## config.mk

```make
export PLATFORM = sky130hd
export DESIGN_NAME = vsfb_raster
export DESIGN_NICKNAME = d
export VERILOG_FILES = /design/src/rtl/vsfb_pkg.sv /design/src/rtl/vsfb_raster.sv
export SDC_FILE = /design/constraint.sdc
export NUM_CORES = 1
export LEC_CHECK = 0
export CORE_MARGIN = 2
export CORE_UTILIZATION = 68
export DETAILED_ROUTE_END_ITERATION = 7
export DONT_BUFFER_PORTS = 1
export PLACE_DENSITY = 0.81
export SETUP_SLACK_MARGIN = 0.02
export SYNTH_ARGS = -nofsm -noshare
export SYNTH_HDL_FRONTEND = slang
export SYNTH_SLANG_ARGS = --single-unit
```

## constraint.sdc

```tcl
create_clock -name clk -period 17 [get_ports clk]
set_input_delay 3.4 -clock clk [delete_from_list [all_inputs] [get_ports clk]]
set_output_delay 3.4 -clock clk [all_outputs]
set_load 0.1 [all_outputs]
```

## src/rtl/vsfb_pkg.sv

```systemverilog
// ----------------------------------------------------------------------------
// vsfb_pkg
// Shared types and constants for the scaled framebuffer scan-out block.
// ----------------------------------------------------------------------------
package vsfb_pkg;

  // framebuffer geometry defaults
  localparam int FB_WIDTH_DEF  = 80;
  localparam int FB_HEIGHT_DEF = 60;

  // width of a raw row * width + column product
  localparam int PROD_W = 13;

  // raster register reset values
  localparam logic [11:0] H_TOTAL_M1_RST   = 12'd1055;
  localparam logic [11:0] H_SYNC_END_RST   = 12'd128;
  localparam logic [11:0] H_ACT_START_RST  = 12'd216;
  localparam logic [11:0] V_TOTAL_M1_RST   = 12'd627;
  localparam logic [11:0] V_SYNC_END_RST   = 12'd4;
  localparam logic [11:0] V_ACT_START_RST  = 12'd27;
  localparam logic [4:0]  PIX_REPEAT_RST   = 5'd10;
  localparam logic [4:0]  LINE_REPEAT_RST  = 5'd10;

  // repeat limits
  localparam logic [4:0] REPEAT_MIN = 5'd1;
  localparam logic [4:0] REPEAT_MAX = 5'd16;

  // input item kinds
  typedef enum logic {
    CMD_TICK  = 1'b0,
    CMD_WRITE = 1'b1
  } cmd_t;

  // configuration register indexes
  typedef enum logic [2:0] {
    REG_H_TOTAL_M1  = 3'd0,
    REG_H_SYNC_END  = 3'd1,
    REG_H_ACT_START = 3'd2,
    REG_V_TOTAL_M1  = 3'd3,
    REG_V_SYNC_END  = 3'd4,
    REG_V_ACT_START = 3'd5,
    REG_PIX_REPEAT  = 3'd6,
    REG_LINE_REPEAT = 3'd7
  } reg_idx_t;

  // raster configuration
  typedef struct packed {
    logic [11:0] h_total_m1;
    logic [11:0] h_sync_end;
    logic [11:0] h_act_start;
    logic [11:0] v_total_m1;
    logic [11:0] v_sync_end;
    logic [11:0] v_act_start;
    logic [4:0]  pix_repeat;
    logic [4:0]  line_repeat;
  } cfg_t;

  // per-clock raster status
  typedef struct packed {
    logic hsync;
    logic vsync;
    logic active;
    logic frame_done;
    logic pix_en;
  } raster_info_t;

  // clamp a repeat count into 1..16
  function automatic logic [4:0] clamp_repeat(input logic [4:0] r);
    logic [4:0] res;
    res = r;
    if (r < REPEAT_MIN) res = REPEAT_MIN;
    if (r > REPEAT_MAX) res = REPEAT_MAX;
    return res;
  endfunction

endpackage

```

## src/rtl/vsfb_raster.sv

```systemverilog
// ----------------------------------------------------------------------------
// vsfb_raster
// Horizontal/vertical raster counters and pixel/line replication counters;
// produces sync levels, region flags and the framebuffer read address.
// ----------------------------------------------------------------------------
module vsfb_raster #(
  parameter int FB_WIDTH  = vsfb_pkg::FB_WIDTH_DEF,
  parameter int FB_HEIGHT = vsfb_pkg::FB_HEIGHT_DEF,
  parameter int AW        = 13
) (
  input  logic                   clk,
  input  logic                   rst_n,
  input  vsfb_pkg::cfg_t         cfg,
  input  logic                   tick,
  output vsfb_pkg::raster_info_t info,
  output logic [AW-1:0]          rd_addr
);

  localparam int PROD_W_L = vsfb_pkg::PROD_W;

  logic [11:0] h_r, h_nxt;
  logic [11:0] v_r, v_nxt;
  logic [3:0]  sp_r, sp_nxt;
  logic [6:0]  col_r, col_nxt;
  logic [3:0]  sl_r, sl_nxt;
  logic [5:0]  row_r, row_nxt;

  logic [4:0]  pr, lr;
  logic [11:0] h_span, v_span;
  logic [11:0] h_off, v_off;
  logic        hact, vact, act;
  logic [3:0]  sp_eff, sl_eff;
  logic [6:0]  col_eff;
  logic [5:0]  row_eff;
  logic [4:0]  sp_inc, sl_inc;
  logic [PROD_W_L-1:0] addr_full;

  // visible window size in clocks and lines
  assign pr     = vsfb_pkg::clamp_repeat(cfg.pix_repeat);
  assign lr     = vsfb_pkg::clamp_repeat(cfg.line_repeat);
  assign h_span = 12'(FB_WIDTH * pr);
  assign v_span = 12'(FB_HEIGHT * lr);

  // index restarts at the window edges
  always_comb begin
    row_eff = row_r;
    sl_eff  = sl_r;
    col_eff = col_r;
    sp_eff  = sp_r;
    if (h_r == 12'd0 && v_r == cfg.v_act_start) begin
      row_eff = 6'd0;
      sl_eff  = 4'd0;
    end
    if (h_r == cfg.h_act_start) begin
      col_eff = 7'd0;
      sp_eff  = 4'd0;
    end
  end

  // region flags
  assign h_off = h_r - cfg.h_act_start;
  assign v_off = v_r - cfg.v_act_start;
  assign hact  = (h_r >= cfg.h_act_start) && (h_off < h_span);
  assign vact  = (v_r >= cfg.v_act_start) && (v_off < v_span);
  assign act   = hact && vact;

  // status and read address
  assign info.hsync      = h_r < cfg.h_sync_end;
  assign info.vsync      = v_r < cfg.v_sync_end;
  assign info.active     = act;
  assign info.frame_done = (h_r == 12'd0) && (v_r == cfg.v_total_m1);
  assign info.pix_en     = act && ({1'b0, col_eff} < 8'(FB_WIDTH))
                           && ({1'b0, row_eff} < 7'(FB_HEIGHT));
  assign addr_full = PROD_W_L'(row_eff) * PROD_W_L'(FB_WIDTH) + PROD_W_L'(col_eff);
  assign rd_addr   = addr_full[AW-1:0];

  // counter advance for one pixel clock
  assign sp_inc = {1'b0, sp_eff} + 5'd1;
  assign sl_inc = {1'b0, sl_eff} + 5'd1;

  always_comb begin
    sp_nxt  = sp_eff;
    col_nxt = col_eff;
    sl_nxt  = sl_eff;
    row_nxt = row_eff;
    h_nxt   = h_r + 12'd1;
    v_nxt   = v_r;
    if (hact) begin
      if (sp_inc >= pr) begin
        sp_nxt  = 4'd0;
        col_nxt = col_eff + 7'd1;
      end else begin
        sp_nxt = sp_inc[3:0];
      end
    end
    if (h_r >= cfg.h_total_m1) begin
      h_nxt = 12'd0;
      if (vact) begin
        if (sl_inc >= lr) begin
          sl_nxt  = 4'd0;
          row_nxt = row_eff + 6'd1;
        end else begin
          sl_nxt = sl_inc[3:0];
        end
      end
      if (v_r >= cfg.v_total_m1) v_nxt = 12'd0;
      else v_nxt = v_r + 12'd1;
    end
  end

  always_ff @(posedge clk) begin
    if (!rst_n) begin
      h_r   <= '0;
      v_r   <= '0;
      sp_r  <= '0;
      col_r <= '0;
      sl_r  <= '0;
      row_r <= '0;
    end else if (tick) begin
      h_r   <= h_nxt;
      v_r   <= v_nxt;
      sp_r  <= sp_nxt;
      col_r <= col_nxt;
      sl_r  <= sl_nxt;
      row_r <= row_nxt;
    end
  end

endmodule

```

## Word level (Yosys, flattened, before mapping)

Cells that the tools add are included.

- Register bits after elaboration: 45
- Input port bits: 85
- Output and inout bits: 18
- Logic and storage cells: 66

- $add $sub $neg: 9
- $mul: 3
- Magnitude comparators: 16
- Eq/ne operators: 3
- Muxes and demuxes: 20
- Reductions and logical operators: 9

Operators with widths:

| cell | number |
|---|---|
| $ge A12 B12 Y1 | 4 |
| $eq A12 B12 Y1 | 3 |
| $lt A12 B12 Y1 | 3 |
| $mux W4 | 7 |
| $add A12 B1 Y12 const B | 2 |
| $mux W12 | 2 |
| $mux W6 | 4 |
| $sub A12 B12 Y12 | 2 |
| $mux W7 | 3 |
| $mux W5 | 4 |
| $add A13 B7 Y13 | 1 |
| $logic_not A12 Y1 | 1 |
| $lt A12 B11 Y1 | 1 |
| $add A4 B1 Y5 const B | 2 |
| $ge A5 B5 Y1 | 2 |
| $gt A5 B5 Y1 const B | 2 |
| $lt A5 B1 Y1 const B | 2 |
| $mul A4 B5 Y9 const A | 1 |
| $mul A6 B3 Y9 const B | 1 |
| $mul A3 B5 Y8 const A | 1 |
| $add A7 B1 Y7 const B | 1 |
| $logic_and A1 B1 Y1 | 7 |
| $lt A7 B7 Y1 const B | 1 |
| $add A6 B1 Y6 const B | 1 |
| 2 further kinds | 2 |

## Logic depth before layout (Yosys ltp)

Gate-level depths: netlist (run 1).

- Depth after elaboration: 9
- Depth in mapped cells: 21
- Depth with buffers taken out: 21

## Worst setup path after synthesis (run 1)

OpenSTA, ideal clock, no wires.

- Path type: input port to output port
- From: in cfg[20] (netlist bit)
- To: out rd_addr[11]
- Arrival: 7,649 ps
- Data required time: 13,600 ps
- Setup slack: 5,951 ps
- Cell stages on the path: 17
- Path buffers: 1
- Cell sequence: inv_1 -> ha_1 -> and3_1 -> nand4_1 -> or3_1 -> clkbuf_1 -> nand2_1 -> inv_1 -> ha_1 -> ha_1 -> inv_1 -> fa_1 -> inv_1 -> a21o_1 -> a21oi_1 -> xor2_1 -> xnor2_1

- Longest elaborated chain between the ends: 5

RTL lines:

| element | RTL line | RTL |
|---|---|---|
| start: declaration | vsfb_raster.sv:13 | `input vsfb_pkg::cfg_t cfg,` |
| $eq A12 B12 Y1 | vsfb_raster.sv:50 | `if (h_r == 12'd0 && v_r == cfg.v_act_start) begin` |
| $logic_and A1 B1 Y1 | vsfb_raster.sv:50 |  |
| $mux W6 | vsfb_raster.sv:50 |  |
| $mul A6 B3 Y9 | vsfb_raster.sv:74 | `assign addr_full = PROD_W_L'(row_eff) * PROD_W_L'(FB_WIDTH) + PROD_W_L'(col_eff);` |
| $add A13 B7 Y13 | vsfb_raster.sv:74 |  |
| end: declaration | vsfb_raster.sv:16 | `output logic [AW-1:0] rd_addr` |

Every way passes these cells.

==> results of run 1 <==
## cell usage after synthesis (10+ instances only)
cell type,instances
a21o_1,20
a21oi_1,38
and2_1,19
and3_1,11
clkbuf_1,10
dfxtp_1,45
ha_1,131
inv_1,109
nand2_1,60
nand2b_1,11
nand3_1,36
nand4_1,18
nor2_1,54
nor2b_1,10
nor3_1,16
o21a_1,12
o21ai_0,32
xnor2_1,34
xor2_1,26
## logic make-up after synthesis
group / Yosys count / share of synthesized area (%)
AND/OR/NAND/NOR: 266 / 22.5
AO/OA/AOI/OAI: 154 / 16.9
adder cells (fa/ha/maj): 137 / 28.7
buffers and inverters: 123 / 7.80
XOR/XNOR: 60 / 8.58
flip-flops: 45 / 14.7
multiplexers: 5 / 0.858
## stage by stage
step	worst slack, ns	hold WS [ns]	power, mW
5_1_grt	4.85	0.497	0.262
6_report	4.99	0.490	0.247
3_3_place_gp	5.25	0.464	0.175
3_5_place_dp	5.06	0.472	0.180
4_1_cts	5.04	0.484	0.247
2_1_floorplan	5.95	0.447	0.167
## worst paths after layout
kind              startpoint        to  slack (ns)  depth (start not counted)
setup / recovery      cfg[4]   info[0]        4.99                         19
hold / removal      row_r[1]  row_r[1]        0.49                          2
hold reg to reg     row_r[1]  row_r[1]        0.49                          2
setup reg to reg      v_r[4]  row_r[4]       12.85                         15
## layout make-up
| type | instances | area, sq um |
|---|---|---|
| fill | 705 | 2360 |
| inverter | 109 | 409 |
| sequential | 45 | 901 |
| clock buffer | 6 | 72.6 |
| tap | 108 | 135 |
| timing repair buffer | 4 | 30.0 |
| multi-input combinational | 622 | 4800 |
| clock inverter | 2 | 15.0 |
## sequential cells by signal, indices dropped and copies added (netlist names)
name   count
row_r      6
col_r      7
v_r       12
sp_r       4
sl_r       4
h_r       12
## power by group
part	switching [mW]	total [mW]	internal, mW
Clock	0.0395	0.0686	0.0290
Sequential	0.00102	0.107	0.106
Combinational	0.0401	0.0718	0.0317
## worst max-delay path, delay by kind of cell
family	cells	cell delay, ns
AO/OA/AOI/OAI	8	1.60
adder cells (fa/ha/maj)	4	1.50
XOR/XNOR	1	0.15
buffers and inverters	3	0.27
AND/OR/NAND/NOR	3	1.70
## routing by layer
layer / vias to the layer above / GRT usage, % / part of all wire (%)
met3: 24 / 5.96 / 5.6
met4: 0 / 7.38 / 1.7
li1: 2733 / - / -
met2: 150 / 49.3 / 48
met1: 2534 / 34.6 / 45
met5: - / 0 / 0
==> results_dict.tcl, run 1 <==
set metrics [dict create \
    remaining_drc_errors 0 \
    p_per_area_mw_per_mm2 38.8 \
    vias_per_cell 6.07 \
    grt_pass1_wl_um 23200 \
    fin_tns_setup_ns 0 \
    path_clk_slew_ns 0.08 \
    syn_area_sq_mm 0.00613 \
    area_growth_pct 3.84 \
    stdcell_area_sq_mm 0.00636 \
    syn_inst 790 \
    gp_congestion 0.865 \
    htreeDepth 2 \
    placed_cell_area_sq_mm 0.00627 \
    syn_nets 1012 \
    synth_edf_count 0 \
    placedCellCount 888 \
    finalNetCount 1009 \
    die_w_um 98.9 \
    grt_antenna_before_repair 0 \
    maxCapViolations 0 \
    max_freq_mhz 83.3 \
    grt_max_degree 40 \
    final_common_cell "ha_1" \
    clk_path_buf_depth 2 \
    cts_sinks 45 \
    finalWirelength_um 13400 \
    cts_setup_buffers 0 \
    max-vdd-ir-drop_uv 31.4 \
    period_share_pct 70.7 \
    path_cells "inv_1, o21ai_0, o22ai_1, ha_1, fa_1, inv_1, fa_1, inv_1, a21oi_1, o21bai_1, a21o_1, a21oi_1, xor2_1, ha_1, a2111oi_0, a21oi_1, and3b_1, and3_2, and3_1" \
    coreArea_sq_mm 0.00872 \
    ys_async_sr_fraction_pct 0 \
    yosysTopAreaCellShare_pct 26.8 \
    synthTopCellsByArea "ha_1 27%, dfxtp_1 15%, inv_1 6.7%, xnor2_1 4.9%, xor2_1 3.7%" \
    num_rows 34 \
    required_ns 13.60 \
    tritoncts "yes" \
    yosysSeqAreaShare_pct 14.7 \
    antennaDiodeCount 0 \
    syn_area_per_cell_sq_um 7.76 \
    finalHoldViolCount 0 \
    clockRootBuffer "clkbuf_8" \
    slew_headroom_pct 22.9 \
    first_global_vias 5333 \
    firstDrtPassIters 5 \
    grt_remaining_overflow 0 \
    fin_util_pct 73.0 \
    yosysUniqueCellTypes 70 \
    crit_fanout 7 \
    io_pins 103 \
    synth_top_cell_by_area "ha_1" \
    min_path_type "reg -> reg" \
    ctsResizeCount 0 \
    p_leak_nw 3.35 \
    startpoint_type "input pin" \
    tightest_slew_ns 1.16 \
    die-area_sq_mm 0.00979 \
    arrival_ns 8.61 \
    grt_use_total_pct 28.0 \
    dp_hpwl_um 11200 \
    synth_seq_cells 45 \
    rsz0062_at_grt "false" \
    drtIter0Drc 147 \
    synthFlopType "dfxtp_1" \
    post_drt_wl_per_cell_um 15.0 \
    cp_slowest_cell "and3_1" \
    cpPeakStageDelay_ns 0.90 \
    via_count 5441 \
    mostFrequentLayoutCells "131 x ha_1, 109 x inv_1, 60 x nand2_1" \
    ctsHoldBuffers 0 \
    final-max-slew-violation-count 0 \
    skew_ns 0.0110 \
    min_period_ns 12.01 \
    status "finished clean" \
    die_y_um 98.9 \
    endpoint_kind "output port" \
    clk_latency_ns 0.31 \
    cts_buffers 5 \
    stdcell_count 896 \
    setup_viol 0 \
    yosys_warnings 0 \
    start_util_pct 70.3 \
    drive_above_1_share_pct 5.33 \
    ant_nets 0 \
    critPathKind "in -> out" \
    port-buffer-count 0 \
]
Note: power is estimated with default switching activity, not from simulation.
==> run 2, diff against run 1 <==
- CORE_UTILIZATION: 68 -> 60
- PLACE_DENSITY: 0.81 -> 0.76
- clock period: 17 -> 10.5 ns (I/O delays scaled with it)
==> run 2 against run 1 <==
Net effect:
- final cell count is 2.6% higher
- routed wire length is 1.4% higher
- clock power grew 44%
- via count is 1.1% lower
- combinational power grew 62%
- first-iteration DRC count rose by 49%
- count of clock-buffer cells in the layout decreased by 1
- register-to-register slack got worse by 6.6 ns
- critical path depth is 2 lower
- final area grew 0.28%
- flip-flop and latch count unchanged
- largest cell class unchanged
==> results_dict.tcl, run 2 (synthesis gave the netlist of run 1 again) <==
set metrics [dict create \
    num_rows 36 \
    setup_viol 0 \
    ctsResizeCount 0 \
    cts_buffers 5 \
    rsz0062_at_grt "false" \
    antennaDiodeCount 0 \
    r2r_start "v_r[4]" \
    whs_endpoint "row_r[1]" \
    drtIter0Drc 219 \
    firstDrtPassIters 5 \
    crit_fanout 7 \
    finalWirelength_um 13600 \
    ant_nets 0 \
    grt_pass1_wl_um 23600 \
    intPower_mw 0.267 \
    die_y_um 105 \
    path_clk_slew_ns 0.07 \
    grt_remaining_overflow 0 \
    endpoint_kind "output port" \
    p_sw_mw 0.121 \
    ctsHoldBuffers 0 \
    port-buffer-count 0 \
    ff2ff_path_depth 15 \
    grt_antenna_before_repair 0 \
    first_global_vias 5361 \
    clk_path_buf_depth 2 \
    via_count 5381 \
    startpoint_type "input pin" \
    combPwrFrac_pct 29.9 \
    die-area_sq_mm 0.0110 \
    dp_hpwl_um 11500 \
    max-vdd-ir-drop_uv 48.7 \
    finalHoldViolCount 0 \
    io_pins 103 \
    grt_use_total_pct 25.2 \
    cts_sinks 45 \
    min_period_ns 9.41 \
    remaining_drc_errors 0 \
    routed-wl-met3_um 610 \
    dr.max_layer_used "met4" \
    period_share_pct 89.6 \
    start_util_pct 62.1 \
    critPathKind "in -> out" \
    min_path_type "reg -> reg" \
    final_common_cell "ha_1" \
    die_w_um 105 \
    required_ns 8.40 \
    finalNetCount 1009 \
    p_clk_share_pct 25.5 \
    cts_setup_buffers 0 \
    tightest_slew_ns 1.16 \
    area_growth_pct 4.13 \
    status "finished clean" \
    skew_ns 0.0123 \
    final-max-slew-violation-count 0 \
    htreeDepth 2 \
    p_per_area_mw_per_mm2 60.8 \
    wl_met1_um 6400 \
    p_seq_share_pct 44.6 \
    gp_congestion 0.906 \
    fin_tns_setup_ns 0 \
    arrival_ns 7.31 \
    slew_headroom_pct 22.9 \
    drive_above_1_share_pct 5.22 \
    clk_latency_ns 0.29 \
    dr_wl_met2_um 6510 \
    p_leak_nw 3.35 \
    power_mw 0.388 \
    coreArea_sq_mm 0.00986 \
    hold_start "row_r[1]" \
    timing.rr.end "row_r[4]" \
    vias_per_cell 5.86 \
    tritoncts "yes" \
    r2r_slack_ns 6.20 \
    post_drt_wl_per_cell_um 14.8 \
    largestRegisters "h_r: 12 flops, v_r: 12 flops, col_r: 7 flops" \
    maxCapViolations 0 \
    mostFrequentLayoutCells "131 x ha_1, 109 x inv_1, 60 x nand2_1" \
    grt_max_degree 40 \
    max_freq_mhz 106 \
    swShare_pct 31.3 \
    whs_path_depth 2 \
    clockRootBuffer "clkbuf_8" \
]
run 2: cell type report:
type | count | area, sq um
Tap cell | 133 | 166
Fill cell | 870 | 3480
Clock inverter | 1 | 5.00
Inverter | 109 | 409
Sequential cell | 45 | 901
Multi-Input combinational cell | 622 | 4800
Clock buffer | 5 | 68.8
Timing Repair Buffer | 4 | 30.0
run 2: worst max-delay path by stage:
stage	start	to	slack [ns]	cells past startpoint
after CTS	cfg[4]	info[0]	1.15	17
after floorplan	cfg[20]	rd_addr[11]	2.05	17
after global placement	cfg[4]	info[0]	1.35	19
after detailed placement	cfg[4]	info[0]	1.18	19
final	cfg[4]	info[0]	1.09	17
after global routing	cfg[4]	info[0]	0.74	19
run 2: power groups by stage:
stage	Combinational, mW	Clock, mW	Sequential (mW)
6_report	0.116	0.0989	0.173
5_1_grt	0.134	0.106	0.173
4_1_cts	0.116	0.0997	0.173
3_5_place_dp	0.115	0	0.177
3_3_place_gp	0.108	0	0.177
2_1_floorplan	0.0943	0	0.176
run 2: layer usage:
| layer | vias up | GRT usage [%] |
|---|---|---|
| met1 | 2503 | 32.7 |
| met4 | 0 | 4.76 |
| met5 | - | 0 |
| met3 | 8 | 3.99 |
| met2 | 131 | 44.4 |
| li1 | 2739 | - |
run 2: through the flow:
step	hold slack [ns]	setup WS, ns	cell area [sq um]	instances	util [%]
finish	0.479	1.09	6380	919	64.7
global route	0.504	0.744	6380	919	64.7
CTS	0.479	1.15	6380	919	64.7
detailed placement	0.469	1.18	6310	913	63.9
global placement	0.462	1.35	6310	913	63.9
floorplan	0.447	2.05	6130	790	-
run 2: worst max-delay path: stages:
cell and delay [ns]:
inv_1 0.14, o21ai_0 0.20, o22ai_1 0.24, ha_1 0.30
fa_1 0.53, ha_1 0.31, a21o_1 0.17, a21oi_1 0.23
o21bai_1 0.10, a21oi_1 0.20, xor2_1 0.19, ha_1 0.27
a2111oi_0 0.48, a21oi_1 0.13, and3b_1 0.25, and3_2 0.54
and3_1 0.89
==> run 3, diff against run 2 <==
- CORE_UTILIZATION: 60 -> 40
- PLACE_DENSITY: 0.76 -> 0.53
==> run 3 against run 2 <==
Net effect:
- critical path depth increased by 3
- global-route usage decreased by 7.0 points
- final area increased by 2.7%
- register-to-register slack improved by 0.03 ns
- critical path type unchanged
==> results_dict.tcl, run 3 (synthesis gave the netlist of run 1 again) <==
set metrics [dict create \
    fin_tns_setup_ns 0 \
    largestRegisters "h_r: 12 flops, v_r: 12 flops, col_r: 7 flops" \
    grt_use_total_pct 18.3 \
    critPathKind "in -> out" \
    die-area_sq_mm 0.0163 \
    grt_antenna_before_repair 0 \
    cts_setup_buffers 0 \
    path_clk_slew_ns 0.06 \
    arrival_ns 7.02 \
    remaining_drc_errors 0 \
    vias_per_cell 5.43 \
    p_leak_nw 3.40 \
    clockRootBuffer "clkbuf_16" \
    grt_max_degree 40 \
    cts_buffers 5 \
    coreArea_sq_mm 0.0151 \
    crit_fanout 7 \
    mostFrequentLayoutCells "131 x ha_1, 109 x inv_1, 60 x nand2_1" \
    num_rows 45 \
    htreeDepth 2 \
    clk_latency_ns 0.29 \
    required_ns 8.40 \
    startpoint_type "input pin" \
    tritoncts "yes" \
    finalNetCount 1010 \
    die_y_um 128 \
    antennaDiodeCount 0 \
    drive_above_1_share_pct 5.45 \
    min_period_ns 9.12 \
    p_per_area_mw_per_mm2 72.5 \
    start_util_pct 40.6 \
    setup_viol 0 \
    finalWirelength_um 14600 \
    cts_sinks 45 \
    gp_congestion 0.822 \
    max_freq_mhz 110 \
    area_growth_pct 6.98 \
    io_pins 103 \
    first_global_vias 5285 \
    finalHoldViolCount 0 \
    slew_headroom_pct 22.9 \
    tightest_slew_ns 1.16 \
    drtIter0Drc 324 \
    maxCapViolations 0 \
    rsz0062_at_grt "false" \
    grt_pass1_wl_um 24800 \
    status "finished clean" \
    final_common_cell "ha_1" \
    port-buffer-count 0 \
    die_w_um 128 \
    nFillCells 1541 \
    period_share_pct 86.8 \
    grt_remaining_overflow 0 \
    firstDrtPassIters 5 \
    post_drt_wl_per_cell_um 14.9 \
    endpoint_kind "output port" \
    min_path_type "reg -> reg" \
    clk_path_buf_depth 2 \
    max-vdd-ir-drop_uv 56.7 \
    dp_hpwl_um 12300 \
    ctsResizeCount 0 \
    final-max-slew-violation-count 0 \
    ant_nets 0 \
    via_count 5303 \
    fin_util_pct 43.4 \
    ctsHoldBuffers 0 \
    skew_ns 0.00669 \
]
[run 3: cell types whose count changed in the layout (fill, tap and decap cells not counted)]
cell,previous run,this run
clkbuf_16,0,5
clkbuf_8,5,1
buf_4,4,5
bufinv_16,0,1
clkbuf_1,0,1
clkinv_2,1,0
[run 3: final timing paths]
kind | start | endpoint | slack (ns) | depth (start not counted)
worst max-delay path | cfg[4] | info[0] | 1.38 | 20
worst min-delay path | row_r[1] | row_r[1] | 0.48 | 2
worst max register to register | v_r[4] | row_r[4] | 6.23 | 15
worst min register to register | row_r[1] | row_r[1] | 0.48 | 2
[run 3: worst max-delay path, cell delays in order]
cell	delay (ns)
inv_1	0.15
o21ai_0	0.24
o22ai_1	0.27
ha_1	0.31
fa_1	0.58
inv_1	0.06
fa_1	0.42
inv_1	0.07
a21oi_1	0.06
o21bai_1	0.21
a21o_1	0.15
a21oi_1	0.07
xor2_1	0.15
ha_1	0.22
a2111oi_0	0.45
a21oi_1	0.13
and3b_1	0.24
and3_2	0.55
and3_1	0.27
buf_4	0.29
[run 3: area by class of cell]
class	count	area (sq um)	share of cell area (%)
Multi-Input combinational cell	622	4800	73.2
Sequential cell	45	901	13.7
Inverter	109	409	6.24
Tap cell	188	235	3.59
Clock buffer	7	143	2.18
Timing Repair Buffer	5	37.5	0.573
Clock inverter	1	30.0	0.458
[run 3: through the flow]
step                      instance area (sq um)  power (mW)  instances  hold slack [ns]  setup slack (ns)
after floorplan                            6130       0.271        790            0.447              2.05
after global placement                     6380       0.288        969            0.458              1.61
after detailed placement                   6380       0.294        969            0.465              1.42
after CTS                                  6560       0.482        977            0.474              1.40
after global routing                       6560       0.503        977            0.519              1.11
final                                      6560       0.475        977            0.478              1.38
[run 3: per-layer routing]
metal,global-route usage [%],wire length (um),up-vias
met5,0,0,-
met4,2.71,86,0
met3,3.42,564,10
met2,31.4,6780,94
met1,24.4,7130,2449
li1,-,-,2750
[run 3: power breakdown]
group	leakage [nW]	internal, mW	switching [mW]
combinational	2.96	0.0511	0.0655
sequential	0.363	0.171	0.00197
clock	0.0841	0.119	0.0664
total	3.40	0.341	0.134
