<file path="config.mk">
export PLATFORM = sky130hd
export DESIGN_NAME = vsfb_cfg_regs
export DESIGN_NICKNAME = d
export VERILOG_FILES = /design/src/rtl/vsfb_pkg.sv /design/src/rtl/vsfb_cfg_regs.sv
export SDC_FILE = /design/constraint.sdc
export NUM_CORES = 1
export LEC_CHECK = 0
export BUFFER_PORTS_ARGS = -buffer_cell sky130_fd_sc_hd__buf_2
export CORE_ASPECT_RATIO = 0.9
export CORE_MARGIN = 5
export CORE_UTILIZATION = 45
export DETAILED_ROUTE_END_ITERATION = 7
export HOLD_SLACK_MARGIN = 0.12
export PLACE_DENSITY_LB_ADDON = 0.08
export SLEW_MARGIN = 10
export SYNTH_ARGS = -nofsm -noshare
export SYNTH_HDL_FRONTEND = slang
export SYNTH_SLANG_ARGS = --single-unit
</file>
<file path="constraint.sdc">
create_clock -name clk -period 1.3 [get_ports clk]
set_input_delay 0.065 -clock clk [delete_from_list [all_inputs] [get_ports clk]]
set_output_delay 0.065 -clock clk [all_outputs]
set_load 0.05 [all_outputs]
</file>
<file path="src/rtl/vsfb_pkg.sv">
// ----------------------------------------------------------------------------
// vsfb_pkg
// Shared types and constants for the scaled framebuffer scan-out block.
// ----------------------------------------------------------------------------
package vsfb_pkg;

  // framebuffer geometry defaults
  localparam int FB_WIDTH_DEF  = 80;
  localparam int FB_HEIGHT_DEF = 60;

  // width of a raw row * width + column product
  localparam int PROD_W = 13;

  // raster register reset values
  localparam logic [11:0] H_TOTAL_M1_RST   = 12'd1055;
  localparam logic [11:0] H_SYNC_END_RST   = 12'd128;
  localparam logic [11:0] H_ACT_START_RST  = 12'd216;
  localparam logic [11:0] V_TOTAL_M1_RST   = 12'd627;
  localparam logic [11:0] V_SYNC_END_RST   = 12'd4;
  localparam logic [11:0] V_ACT_START_RST  = 12'd27;
  localparam logic [4:0]  PIX_REPEAT_RST   = 5'd10;
  localparam logic [4:0]  LINE_REPEAT_RST  = 5'd10;

  // repeat limits
  localparam logic [4:0] REPEAT_MIN = 5'd1;
  localparam logic [4:0] REPEAT_MAX = 5'd16;

  // input item kinds
  typedef enum logic {
    CMD_TICK  = 1'b0,
    CMD_WRITE = 1'b1
  } cmd_t;

  // configuration register indexes
  typedef enum logic [2:0] {
    REG_H_TOTAL_M1  = 3'd0,
    REG_H_SYNC_END  = 3'd1,
    REG_H_ACT_START = 3'd2,
    REG_V_TOTAL_M1  = 3'd3,
    REG_V_SYNC_END  = 3'd4,
    REG_V_ACT_START = 3'd5,
    REG_PIX_REPEAT  = 3'd6,
    REG_LINE_REPEAT = 3'd7
  } reg_idx_t;

  // raster configuration
  typedef struct packed {
    logic [11:0] h_total_m1;
    logic [11:0] h_sync_end;
    logic [11:0] h_act_start;
    logic [11:0] v_total_m1;
    logic [11:0] v_sync_end;
    logic [11:0] v_act_start;
    logic [4:0]  pix_repeat;
    logic [4:0]  line_repeat;
  } cfg_t;

  // per-clock raster status
  typedef struct packed {
    logic hsync;
    logic vsync;
    logic active;
    logic frame_done;
    logic pix_en;
  } raster_info_t;

  // clamp a repeat count into 1..16
  function automatic logic [4:0] clamp_repeat(input logic [4:0] r);
    logic [4:0] res;
    res = r;
    if (r < REPEAT_MIN) res = REPEAT_MIN;
    if (r > REPEAT_MAX) res = REPEAT_MAX;
    return res;
  endfunction

endpackage

</file>
<file path="src/rtl/vsfb_cfg_regs.sv">
// ----------------------------------------------------------------------------
// vsfb_cfg_regs
// Raster configuration registers, written over the configuration channel.
// ----------------------------------------------------------------------------
module vsfb_cfg_regs (
  input  logic              clk,
  input  logic              rst_n,
  input  logic              cfg_valid,
  output logic              cfg_ready,
  input  logic [2:0]        cfg_index,
  input  logic [11:0]       cfg_data,
  output vsfb_pkg::cfg_t    cfg
);

  vsfb_pkg::cfg_t cfg_r;
  vsfb_pkg::cfg_t cfg_nxt;

  assign cfg_ready = 1'b1;
  assign cfg       = cfg_r;

  // register decode
  always_comb begin
    cfg_nxt = cfg_r;
    if (cfg_valid) begin
      unique case (vsfb_pkg::reg_idx_t'(cfg_index))
        vsfb_pkg::REG_H_TOTAL_M1:  cfg_nxt.h_total_m1  = cfg_data;
        vsfb_pkg::REG_H_SYNC_END:  cfg_nxt.h_sync_end  = cfg_data;
        vsfb_pkg::REG_H_ACT_START: cfg_nxt.h_act_start = cfg_data;
        vsfb_pkg::REG_V_TOTAL_M1:  cfg_nxt.v_total_m1  = cfg_data;
        vsfb_pkg::REG_V_SYNC_END:  cfg_nxt.v_sync_end  = cfg_data;
        vsfb_pkg::REG_V_ACT_START: cfg_nxt.v_act_start = cfg_data;
        vsfb_pkg::REG_PIX_REPEAT:  cfg_nxt.pix_repeat  = cfg_data[4:0];
        vsfb_pkg::REG_LINE_REPEAT: cfg_nxt.line_repeat = cfg_data[4:0];
        default:                   cfg_nxt = cfg_r;
      endcase
    end
  end

  always_ff @(posedge clk) begin
    if (!rst_n) begin
      cfg_r.h_total_m1  <= vsfb_pkg::H_TOTAL_M1_RST;
      cfg_r.h_sync_end  <= vsfb_pkg::H_SYNC_END_RST;
      cfg_r.h_act_start <= vsfb_pkg::H_ACT_START_RST;
      cfg_r.v_total_m1  <= vsfb_pkg::V_TOTAL_M1_RST;
      cfg_r.v_sync_end  <= vsfb_pkg::V_SYNC_END_RST;
      cfg_r.v_act_start <= vsfb_pkg::V_ACT_START_RST;
      cfg_r.pix_repeat  <= vsfb_pkg::PIX_REPEAT_RST;
      cfg_r.line_repeat <= vsfb_pkg::LINE_REPEAT_RST;
    end else begin
      cfg_r <= cfg_nxt;
    end
  end

endmodule

</file>
==> After elaboration in Yosys (flattened, before gate mapping) <==
Index checks and enable logic that the tools add are counted.
{ "word_totals": {"register_bits": 82, "latchBits": 0, "mem_bits_rw": 0, "romBits": 0, "in_bits": 18, "out_inout_bits": 83, "elab_cells": 24, "mem_count": 0} }
{ "classes": {"n_addsub": 0, "n_mul": 0, "div": 0, "order_cmp": 0, "n_eq_ne": 7, "shifts": 0, "mux": 0, "n_bitwise": 0, "reduce_logical": 9} }
{ "op_table": {"columns": ["op", "n"], "rows": [
  ["$reduce_and 2->1", 8],
  ["$eq 3x3->1 const B", 4],
  ["$eq 3x2->1 const B", 2],
  ["$eq 3x1->1 const B", 1],
  ["$logic_not 3->1", 1]
]} }

==> Depth between registers and ports, before layout <==
Gate-level depths: netlist of the first run.
{ "depth": {"depth_word": 2, "ltp_mapped": 5, "ltp_nobuf": 2} }

==> Worst setup path before layout of the first run <==
No wires, ideal clock.
{ "synth_path": {"path_kind": "input -> register", "start": "input port cfg_index[1]", "end": "register cfg_r, in the netlist cfg[73]", "setup_ns": 0.130, "arrival_time_ns": 1.087, "required_time_ns": 1.170, "setup_slack_ns": 0.084, "path_stages": 5, "n_path_buf": 3, "cell_sequence": "buf_2 > or4b_4 > buf_6 > buf_12 > mux2i_1"} }
{ "synth_via": {"elab_chain_cells": 2} }
{ "synth_rtl": {"columns": ["element", "line", "text"], "rows": [
  ["from (decl)", "vsfb_cfg_regs.sv:10", "input logic [2:0] cfg_index,"],
  ["$logic_not 3->1", "vsfb_cfg_regs.sv:25", "unique case (vsfb_pkg::reg_idx_t'(cfg_index))"],
  ["$reduce_and 2->1 (no line)", null, null],
  ["to (signal assigned)", "vsfb_cfg_regs.sv:50", "cfg_r <= cfg_nxt;"],
  ["to (decl)", "vsfb_cfg_regs.sv:15", "vsfb_pkg::cfg_t cfg_r;"]
]} }
Every way passes these cells.
A chain may end at the register's enable or synchronous reset.

==> Worst setup path in the final report of the first run <==
{ "layout_path": {"start": "register cfg_r, in the netlist cfg[33]", "end": "output port cfg[33] (netlist name)"} }
{ "layout_rtl": {"columns": ["element", "line", "text"], "rows": [
  ["to (decl)", "vsfb_cfg_regs.sv:12", "output vsfb_pkg::cfg_t cfg"]
]} }
No word-level cell between the ends.

==> metrics.md, run 1 <==
| Metric | Value |
|---|---|
| Status | finished clean |
| Tightest hold margin | 160 ps |
| Final min period | 1050 ps |
| Vias per cell | 4.78 |
| Largest net degree at the start of global routing | 30 |
| Drt first pass iters | 4 |
| Post-synth EDFFs | 0 |
| Synth Area in Adders | 0 |
| RePlAce Congestion | 0.773 |
| Req. time, crit path | 1240 ps |
| P_leak | 2.08 nW |
| Total Wirelength | 7800 um |
| CP Cell Sequence | buf_2 |
| Postcts setup bufs | 0 |
| First-pass GRT wire length | 12600 um |
| Top FF cell, synth | dfxtp_1 |
| Detailed Place HPWL | 5490 um |
| Rows | 29 |
| Die ar. | 8860 um^2 |
| Tcrit/Tclk final | 0.807 |
| Worst path slowest cell | dfxtp_1 |
| Core region area | 6970 um^2 |
| Dpl cells | 482 |
| Most frequent cells in the layout | buf_2 (99), mux2i_1 (82), dfxtp_1 (82), nand2_1 (68), nor2b_1 (36) |
| Async SR Flop Fraction | 0 |
| Vias in the first global route | 2391 |
| XOR/XNOR Fraction of Synth Area | 0 |
| Max Clk Rate | 954 MHz |
| CTS buffer count | 9 |
| Via Count | 2432 |
| Antenna violations before repair | 0 |
| Area growth syn-to-layout | 29.0% |
| Overflow left after global routing | 0 |
| Sequential area share after synthesis | 0.516 |
| Syn_nets | 322 |
| Yosys reg bits | 82 |
| Post-synthesis compound-gate area fraction | 0 |
| Critical path arrival | 980 ps |
| Ports | 101 |
| # setup viols final | 0 |
| Setup TNS | 0 ps |
| Insertion delay to the later sink of the worst-skew pair | 350 ps |
| Final slew viol count | 0 |
| Die H | 89.8 um |
| HP Class | in2reg |
| Synth warn | 0 |
| Critical path type | reg2out |
| Bufs and invs on worst path | 1 |
| Initial Utilization | 0.457 |
| Mapped cell area | 3180 um^2 |
| Share of cells above drive strength 1 | 0.305 |
| Largest register FFs | 82 |
| DR iter-0 viols | 52 |
| Avg Cell Area, Syn | 10.5 um^2 |
| H-tree Lvls | 3 |
| Worst Setup End Kind | primary output |
| Multi-input gate area | 1410 um^2 |
| Root Buffer | clkbuf_8 |
| VDD IR max | 0.561 mV |
| Fillers | 631 |
| Simple-gate area share of the yosys netlist | 0.183 |
| Post-synthesis mux area share | 0.258 |
| Clock transition at path regs | 80 ps |
| CP startpoint kind | register |
| WL per Instance | 15.3 um |
| Slowest cell delay on critical path | 370 ps |
| PwrDens | 1260 nW/um^2 |
| Die Width | 98.7 um |
| Final hold violations | 0 |
| Gate Count Post-Synth | 304 |
| Skew final | 0 ps |
| RSZ-0062 raised after global routing | no |
| Critical path fanouts, max | 2 |
| Fin cells | 509 |
| Register Area | 1640 um^2 |
| Maxcap violations | 0 |
| Post-synthesis cell type count | 17 |
| Delay-heaviest family, CP | flip-flops |
| Bufs on Longest Clock Path | 2 |
| Largest family of logic cells by synthesized area | multiplexers |
| Detailed-route DRC error count | 0 |
| Port Buffers | 99 |
| Diode count | 0 |
| Total track usage | 0.180 |
| Layout Nets | 429 |
| Post_cts resized | 0 |
| Sink Count | 82 |
| Routed Antenna Nets | 0 |
| CTS tree | yes |
| Commonest non-fill, non-tap cell in the layout | buf_2 |
## worst paths after layout
| path | from | to | slack (ps) | cells after the start |
|---|---|---|---|---|
| max | cfg[33] | cfg[33] | 250 | 1 |
| min | cfg_data[11] | cfg[81] | 160 | 3 |
| max reg2reg | cfg[72] | cfg[72] | 660 | 2 |
| min reg2reg | cfg[41] | cfg[41] | 460 | 2 |
## timing repair
item,4_1_cts,5_1_grt
endpoints found under the hold margin,44,0
hold buffers,11,0
setup endpoints to repair,0,0
## per-layer routing
metal  vias to the layer above  global-route usage  share of wire
li1                       1217                   -              -
met5                         -                   0              0
met4                         0              0.0671          0.014
met1                      1139               0.252           0.50
met2                        66               0.262           0.43
met3                        10              0.0511          0.059
## synthesized netlist by cell type (2+ instances only)
cell | number | area (um^2)
buf_2 | 6 | 30.0
nand4bb_1 | 2 | 22.5
clkbuf_1 | 15 | 56.3
mux2i_1 | 82 | 821
dfxtp_1 | 82 | 1640
buf_6 | 2 | 22.5
nand4b_1 | 3 | 26.3
nor2b_1 | 36 | 225
nand2_1 | 68 | 255
## cell families after synthesis
kind of cell,count (synthesis)
and+or+nand+nor,114
muxes,82
DFF,82
buffers and inverters,25
other,1
## metrics by stage
| step | worst slack [ps] | utilization | instance area [um^2] | total power, mW |
|---|---|---|---|---|
| final | 251 | 0.590 | 4110 | 5.19 |
| after global routing | 196 | 0.590 | 4110 | 5.41 |
| after CTS | 239 | 0.590 | 4110 | 5.24 |
| after detailed placement | 94.5 | 0.543 | 3780 | 3.22 |
| after global placement | 107 | 0.543 | 3780 | 3.21 |
| after floorplan | 83.6 | - | 3180 | 3.06 |
## tightest hold or removal path, cell delays in order
cell	delay (ps)
buf_2	110
nand2_1	180
mux2i_1	100
## final cells by class
class / instances / area share
sequential: 82 / 0.400
clock buffer: 11 / 0.0344
multi-input combinational: 197 / 0.342
tap: 93 / 0.0283
timing repair buffer: 121 / 0.177
clock inverter: 5 / 0.0189
## power breakdown
part           internal, mW  leakage, nW  total [mW]  switching [mW]
registers              2.57        0.665        2.59          0.0282
logic                 0.186         1.30       0.587           0.400
clock network          1.13        0.109        2.01           0.884
Note: power is estimated with default switching activity, not from simulation.
==> run 2, diff against run 1 <==
--- a/config.mk
+++ b/config.mk
@@ -5,6 +5,7 @@
 export SDC_FILE = /design/constraint.sdc
 export NUM_CORES = 1
 export LEC_CHECK = 0
+export ABC_AREA = 1
 export BUFFER_PORTS_ARGS = -buffer_cell sky130_fd_sc_hd__buf_2
 export CORE_ASPECT_RATIO = 0.9
 export CORE_MARGIN = 5
==> constraint.sdc (replaced) <==
create_clock -name clk -period 0.86 [get_ports clk]
set_input_delay 0.043 -clock clk [delete_from_list [all_inputs] [get_ports clk]]
set_output_delay 0.043 -clock clk [all_outputs]
set_load 0.05 [all_outputs]
==> metrics.md, run 2 <==
| Metric | Value |
|---|---|
| Syn_nets | 471 (+46%) |
| Hold_sp | cfg_index[2] |
| # setup viols final | 83 (+83) |
| Design area | 5380 um^2 (+31%) |
| Root Buffer | clkbuf_8 |
| Detailed Place HPWL | 6710 um (+22%) |
| Initial Utilization | 0.460 (+0.00317) |
| XOR/XNOR Fraction of Synth Area | 0 (unchanged) |
| Max Clk Rate | 1090 MHz |
| Worst Tran Pin Value | 597 ps |
| Rows | 29 (unchanged) |
| Insertion delay to the later sink of the worst-skew pair | 340 ps (about the same) |
| Hold depth | 5 (+2) |
| Vias in the first global route | 3266 (+37%) |
| P_leak | 2.46 nW (+19%) |
| CTS tree | yes |
| Area growth syn-to-layout | 66.9% |
| Sink Count | 82 (unchanged) |
| Bufs on Longest Clock Path | 2 (unchanged) |
| DR iter-0 viols | 243 (+370%) |
| CTS buffer count | 9 (unchanged) |
| Register Area | 1750 um^2 (+6.9%) |
| Largest family of logic cells by synthesized area | simple AND/OR/NAND/NOR gates |
| Port Buffers | 99 (unchanged) |
| Most frequent cells in the layout | nand2_1 (120), nor2_1 (113), nand3_1 (79), dfxtp_2 (78), buf_8 (78) |
| Failing checks | negative setup slack |
| Slew HR | 0.602 |
| Synth Area in Adders | 0 (unchanged) |
| Critical path fanouts, max | 2 (unchanged) |
| Reg2reg path depth | 3 (+1) |
| Largest register FFs | 82 (unchanged) |
| Post-synthesis compound-gate area fraction | 0.00155 (+0.00155) |
| RSZ-0062 raised after global routing | yes |
| Worst Setup End Kind | primary output |
| Flop-to-flop setup slack | 90 ps (-570 ps) |
| Critical path type | reg2out |
| Final min period | 914 ps |
| Layout Nets | 602 (+40%) |
| Die H | 90.3 um (+0.54%) |
| Final slew viol count | 0 (unchanged) |
| CP startpoint kind | register |
| VDD IR max | 1.38 mV (+150%) |
| First-pass GRT wire length | 17000 um (+35%) |
| Synth warn | 0 (unchanged) |
| Req. time, crit path | 820 ps (-420 ps) |
| Mapped cell area | 3220 um^2 (+1.2%) |
| Via Count | 3423 (+41%) |
| Routed Antenna Nets | 0 (unchanged) |
| Maxcap violations | 0 (unchanged) |
| Drt first pass iters | 5 (+1) |
| WL per Instance | 16.2 um (+5.7%) |
| Status | finished, violations left |
| Sequential area share after synthesis | 0.509 (-0.00620) |
| RePlAce Congestion | 0.848 (+9.7%) |
| Detailed-route DRC error count | 0 (unchanged) |
| Post-synthesis cell type count | 15 (-2) |
| Reg2reg start | cfg[62] |
| Largest net degree at the start of global routing | 49 (+63%) |
| Setup TNS | -2590 ps (-2590 ps) |
| Slowest cell delay on critical path | 370 ps (about the same) |
| Total Wirelength | 11000 um (+42%) |
| Share of cells above drive strength 1 | 0.424 (+0.119) |
| Commonest non-fill, non-tap cell in the layout | nand2_1 |
| Top-area cell type share of the netlist area | 0.509 (-0.00620) |
| Delay-heaviest family, CP | flip-flops |
| Diode count | 0 (unchanged) |
| Fillers | 490 (-22%) |
| Total track usage | 0.239 (+0.0596) |
| H-tree Lvls | 3 (unchanged) |
| HP Class | in2reg |
| Die Width | 99.2 um (+0.55%) |
| Reg2reg end | cfg[62] |
| Clock transition at path regs | 80 ps (about the same) |
| Tightest hold margin | 123 ps (-36.9 ps) |
| Die ar. | 8960 um^2 (+1.1%) |
| Vias per cell | 5.02 (+5.0%) |
| Most instantiated library cell after synthesis | nand2_1 |
| PwrDens | 1700 nW/um^2 (+35%) |
| CP Cell Sequence | buf_8 |
| Ports | 101 (unchanged) |
| Tcrit/Tclk final | 1.06 |
| WHS Endpoint | cfg[45] |
| Top post-synthesis cells by area | dfxtp_1 (51%), nand2_1 (14%), nor2_1 (13%), nand3_1 (12%), buf_4 (2.8%) |
| Antenna violations before repair | 0 (unchanged) |
| Bufs and invs on worst path | 1 (unchanged) |
| Gate Count Post-Synth | 453 (+49%) |
| Post-synth EDFFs | 0 (unchanged) |
| Critical path arrival | 870 ps (-110 ps) |
| Top FF cell, synth | dfxtp_1 |
| Yosys reg bits | 82 (unchanged) |
| Avg Cell Area, Syn | 7.11 um^2 (-32%) |
| Post-placement cell area | 3960 um^2 (+4.9%) |
| Post-route worst setup slack | -54.1 ps (-306 ps) |
| Post-synthesis mux area share | 0 (-0.258) |
| Worst path slowest cell | dfxtp_2 |
| Final hold violations | 0 (unchanged) |
| Skew final | 0 ps (unchanged) |
| Simple-gate area share of the yosys netlist | 0.421 (+0.238) |
| Most instantiated cells after synthesis | nand2_1 (120), nor2_1 (113), dfxtp_1 (82) |
| Overflow left after global routing | 0 (unchanged) |
| Multi-input gate area | 1370 um^2 (-2.9%) |
| Core region area | 7000 um^2 (+0.52%) |
| Async SR Flop Fraction | 0 (unchanged) |
| Leading area contributor after synthesis | dfxtp_1 |
## run 2: changes by cell type in the layout (fill, tap and decap cells not counted), sizes merged, moves of 3 or more
cell    delta
nand3     +79
nand4b     -3
inv       +19
buf       +20
nor2b     -36
nor2     +124
mux2i     -82
nand2     +54
## run 2: logic make-up (layout without fill, tap and decap cells)
logic type | count (synthesis) | in the layout
buf+inv | 44 | 180
flops | 82 | 82
simple gates | 325 | 325
other cells | 1 | 1
compound gates | 1 | 1
## run 2: per-stage QoR
stage	util	std cells	setup WS (ps)	power, mW
final	0.768	682	-54.1	9.16
after global routing	0.768	682	-81.6	9.46
after CTS	0.737	674	-70.5	9.08
after detailed placement	0.566	643	-276	5.45
after global placement	0.566	643	-273	5.45
after floorplan	-	453	1.81	5.02
## run 2: worst max-delay path by stage
stage	startpoint	end	slack (ps)	cells past startpoint
after floorplan	cfg[0]	cfg[0]	2	2
after global placement	cfg_index[0]	cfg[81]	-270	6
after detailed placement	cfg_index[0]	cfg[72]	-280	6
after CTS	cfg[72]	cfg[72]	-70	1
after global routing	cfg[9]	cfg[9]	-80	1
final	cfg[15]	cfg[15]	-50	1
## run 2: layer usage
layer	GRT usage	vias up	part of all wire
met3	0.0703	13	0.073
li1	-	1667	-
met4	0.0603	0	0.013
met2	0.398	117	0.49
met1	0.304	1626	0.42
met5	0	-	0
## run 2: area by class of cell
type / count / share of cell area
repair buffers: 145 / 0.342
flip-flops and latches: 82 / 0.326
multi-input cells: 327 / 0.254
clock buffers: 10 / 0.0237
well taps: 93 / 0.0216
clock inverters: 6 / 0.0195
inverters: 19 / 0.0133
## run 2: power by group
group,internal [mW],switching (mW)
Sequential,3.95,0.127
Combinational,0.710,1.06
Clock,1.92,1.40
Total,6.57,2.58
## run 2: repair_timing
item	4_1_cts	5_1_grt
endpoints found under the hold margin	39	0
gates resized for setup	300	34
cloned	0	4
endpoints found under the setup margin	82	145
buffers inserted	3	4
hold buffers	12	0
==> run 3, diff against run 2 <==
--- a/config.mk
+++ b/config.mk
@@ -5,7 +5,6 @@
 export SDC_FILE = /design/constraint.sdc
 export NUM_CORES = 1
 export LEC_CHECK = 0
-export ABC_AREA = 1
 export BUFFER_PORTS_ARGS = -buffer_cell sky130_fd_sc_hd__buf_2
 export CORE_ASPECT_RATIO = 0.9
 export CORE_MARGIN = 5
==> metrics.md, run 3 (synthesized netlist as in run 1, its figures left out) <==
| Metric | Value |
|---|---|
| Hold_sp | cfg_data[11] |
| Dpl cells | 494 (-23%) |
| Clk pwr share | 0.397 (+0.035) |
| Antenna violations before repair | 0 (unchanged) |
| Critical path type | reg2out |
| VDD IR max | 0.945 mV (-32%) |
| RePlAce Congestion | 0.726 (-14%) |
| Register Area | 1750 um^2 (-0.43%) |
| PwrDens | 1600 nW/um^2 (-6.3%) |
| CTS tree | yes |
| Most frequent cells in the layout | mux2i_1 (82), dfxtp_2 (81), buf_8 (80), nand2_1 (68), nor2b_1 (35) |
| Port Buffers | 99 (unchanged) |
| Setup TNS | -2250 ps (+340 ps) |
| Critical path arrival | 870 ps (about the same) |
| Tightest hold margin | 118 ps (-5.32 ps) |
| Core region area | 6970 um^2 (-0.52%) |
| # setup viols final | 82 (-1.2%) |
| HP Class | in2reg |
| Fin cells | 537 (-21%) |
| Sw frac | 0.252 (-0.0304) |
| Root Buffer | clkbuf_8 |
| Final min period | 914 ps (+0.316 ps) |
| First-pass GRT wire length | 14400 um (-15%) |
| Share of cells above drive strength 1 | 0.538 (+0.114) |
| Bufs and invs on worst path | 1 (unchanged) |
| Total track usage | 0.206 (-0.0332) |
| CP Cell Sequence | buf_8 |
| Sequential power share | 0.469 (+0.024) |
| Die Width | 98.7 um (-0.54%) |
| Worst path slowest cell | dfxtp_2 |
| Diode count | 0 (unchanged) |
| Maxcap violations | 0 (unchanged) |
| Die H | 89.8 um (-0.54%) |
| Largest net degree at the start of global routing | 46 (-6.1%) |
| Largest register FFs | 82 (unchanged) |
| Reg2reg end | cfg[78] |
| Final hold violations | 0 (unchanged) |
| Commonest non-fill, non-tap cell in the layout | mux2i_1 |
| Sink Count | 82 (unchanged) |
| Cell Int Power | 6.34 mW (-3.6%) |
| Failing checks | negative setup slack |
| Slowest cell delay on critical path | 370 ps (about the same) |
| DR iter-0 viols | 82 (-66%) |
| Req. time, crit path | 820 ps (about the same) |
| Hold depth | 3 (-2) |
| Layout Nets | 457 (-24%) |
| Skew final | 0 ps (unchanged) |
| RSZ-0062 raised after global routing | yes |
| Combinational group share of total power | 0.134 (-0.059) |
| CTS buffer count | 9 (unchanged) |
| Reg2reg path depth | 4 (+1) |
| Critical path fanouts, max | 2 (unchanged) |
| Clock transition at path regs | 100 ps (+20 ps) |
| Post-route worst setup slack | -54.4 ps (-0.315 ps) |
| Rows | 29 (unchanged) |
| Worst Setup End Kind | primary output |
| Max Clk Rate | 1090 MHz (about the same) |
| Delay-heaviest family, CP | flip-flops |
| Final Util | 0.762 (-0.00624) |
| Initial Utilization | 0.457 (-0.00317) |
| CP startpoint kind | register |
| Area growth syn-to-layout | 66.7% |
| Bufs on Longest Clock Path | 2 (unchanged) |
| Drt first pass iters | 4 (-1) |
| Switching pwr | 2.13 mW (-17%) |
| Flop-to-flop setup slack | 40 ps (-50 ps) |
| Overflow left after global routing | 0 (unchanged) |
| P_leak | 2.49 nW (+1.3%) |
| Insertion delay to the later sink of the worst-skew pair | 340 ps (about the same) |
| Die ar. | 8860 um^2 (-1.1%) |
| Fillers | 459 (-6.3%) |
| WHS Endpoint | cfg[69] |
| Final slew viol count | 0 (unchanged) |
| H-tree Lvls | 3 (unchanged) |
| Via Count | 2562 (-25%) |
| Multi-input gate area | 1420 um^2 (+3.7%) |
| Reg2reg start | cfg[78] |
| Tcrit/Tclk final | 1.06 (about the same) |
| Vias in the first global route | 2618 (-20%) |
| Total Wirelength | 8990 um (-19%) |
| Detailed Place HPWL | 5510 um (-18%) |
| Routed Antenna Nets | 0 (unchanged) |
| Vias per cell | 4.77 (-4.9%) |
| Ports | 101 (unchanged) |
| Status | finished, violations left |
| Detailed-route DRC error count | 0 (unchanged) |
| WL per Instance | 16.7 um (+3.4%) |
==> run 3: cell count changes in the layout (fill, tap and decap cells not counted), moves of 7 or more <==
cell / previous run / this run
nand3_1: 79 / 0
nand2_1: 120 / 68
nor2_1: 113 / 0
nor2b_1: 0 / 35
buf_4: 22 / 34
nor2_2: 10 / 0
inv_1: 12 / 0
inv_2: 7 / 0
mux2i_1: 0 / 82
==> run 3: metal layers <==
metal	global-route usage	wire (um)
met3	0.0673	489
met2	0.329	4450
met1	0.263	3890
met4	0.0683	155
met5	0	0
==> run 3: cell type report <==
class	count	share of cell area
clock buffers	10	0.0240
clock inverters	6	0.0212
multi-input cells	197	0.267
flip-flops and latches	82	0.329
well taps	93	0.0219
repair buffers	149	0.337
==> run 3: power by group through the flow <==
stage / Sequential [mW] / Combinational [mW] / Clock, mW
floorplan: 4.31 / 0.341 / 0
global placement: 4.02 / 0.895 / 0
detailed placement: 4.02 / 0.902 / 0
CTS: 3.97 / 1.09 / 3.40
global route: 3.98 / 1.19 / 3.60
finish: 3.97 / 1.13 / 3.36
==> run 3: worst max path at each step <==
stage	from	to	slack (ps)	depth (start not counted)
6_report	cfg[54]	cfg[54]	-50	1
2_1_floorplan	cfg_index[1]	cfg[73]	-320	5
3_5_place_dp	cfg_index[1]	cfg[76]	-280	3
3_3_place_gp	cfg_index[1]	cfg[60]	-310	5
4_1_cts	cfg[24]	cfg[24]	-60	1
5_1_grt	cfg[54]	cfg[54]	-90	1
==> run 3: stage by stage <==
stage	area [um^2]	setup slack, ps	total power, mW
6_report	5310	-54.4	8.47
5_1_grt	5310	-94.4	8.77
4_1_cts	5110	-61.6	8.46
3_5_place_dp	3980	-278	4.92
3_3_place_gp	3980	-309	4.91
2_1_floorplan	3300	-317	4.65
==> run 3: tightest hold or removal path: stages <==
cell     delay (ps)
buf_2            90
nand2_1         190
mux2i_1         100
==> run 3: timing repair <==
action / in CTS / in global routing
resized for setup: 242 / 27
hold buffers: 11 / 0
setup buffers: 4 / 13
hold endpoints to repair: 47 / 0
endpoints found under the setup margin: 82 / 91
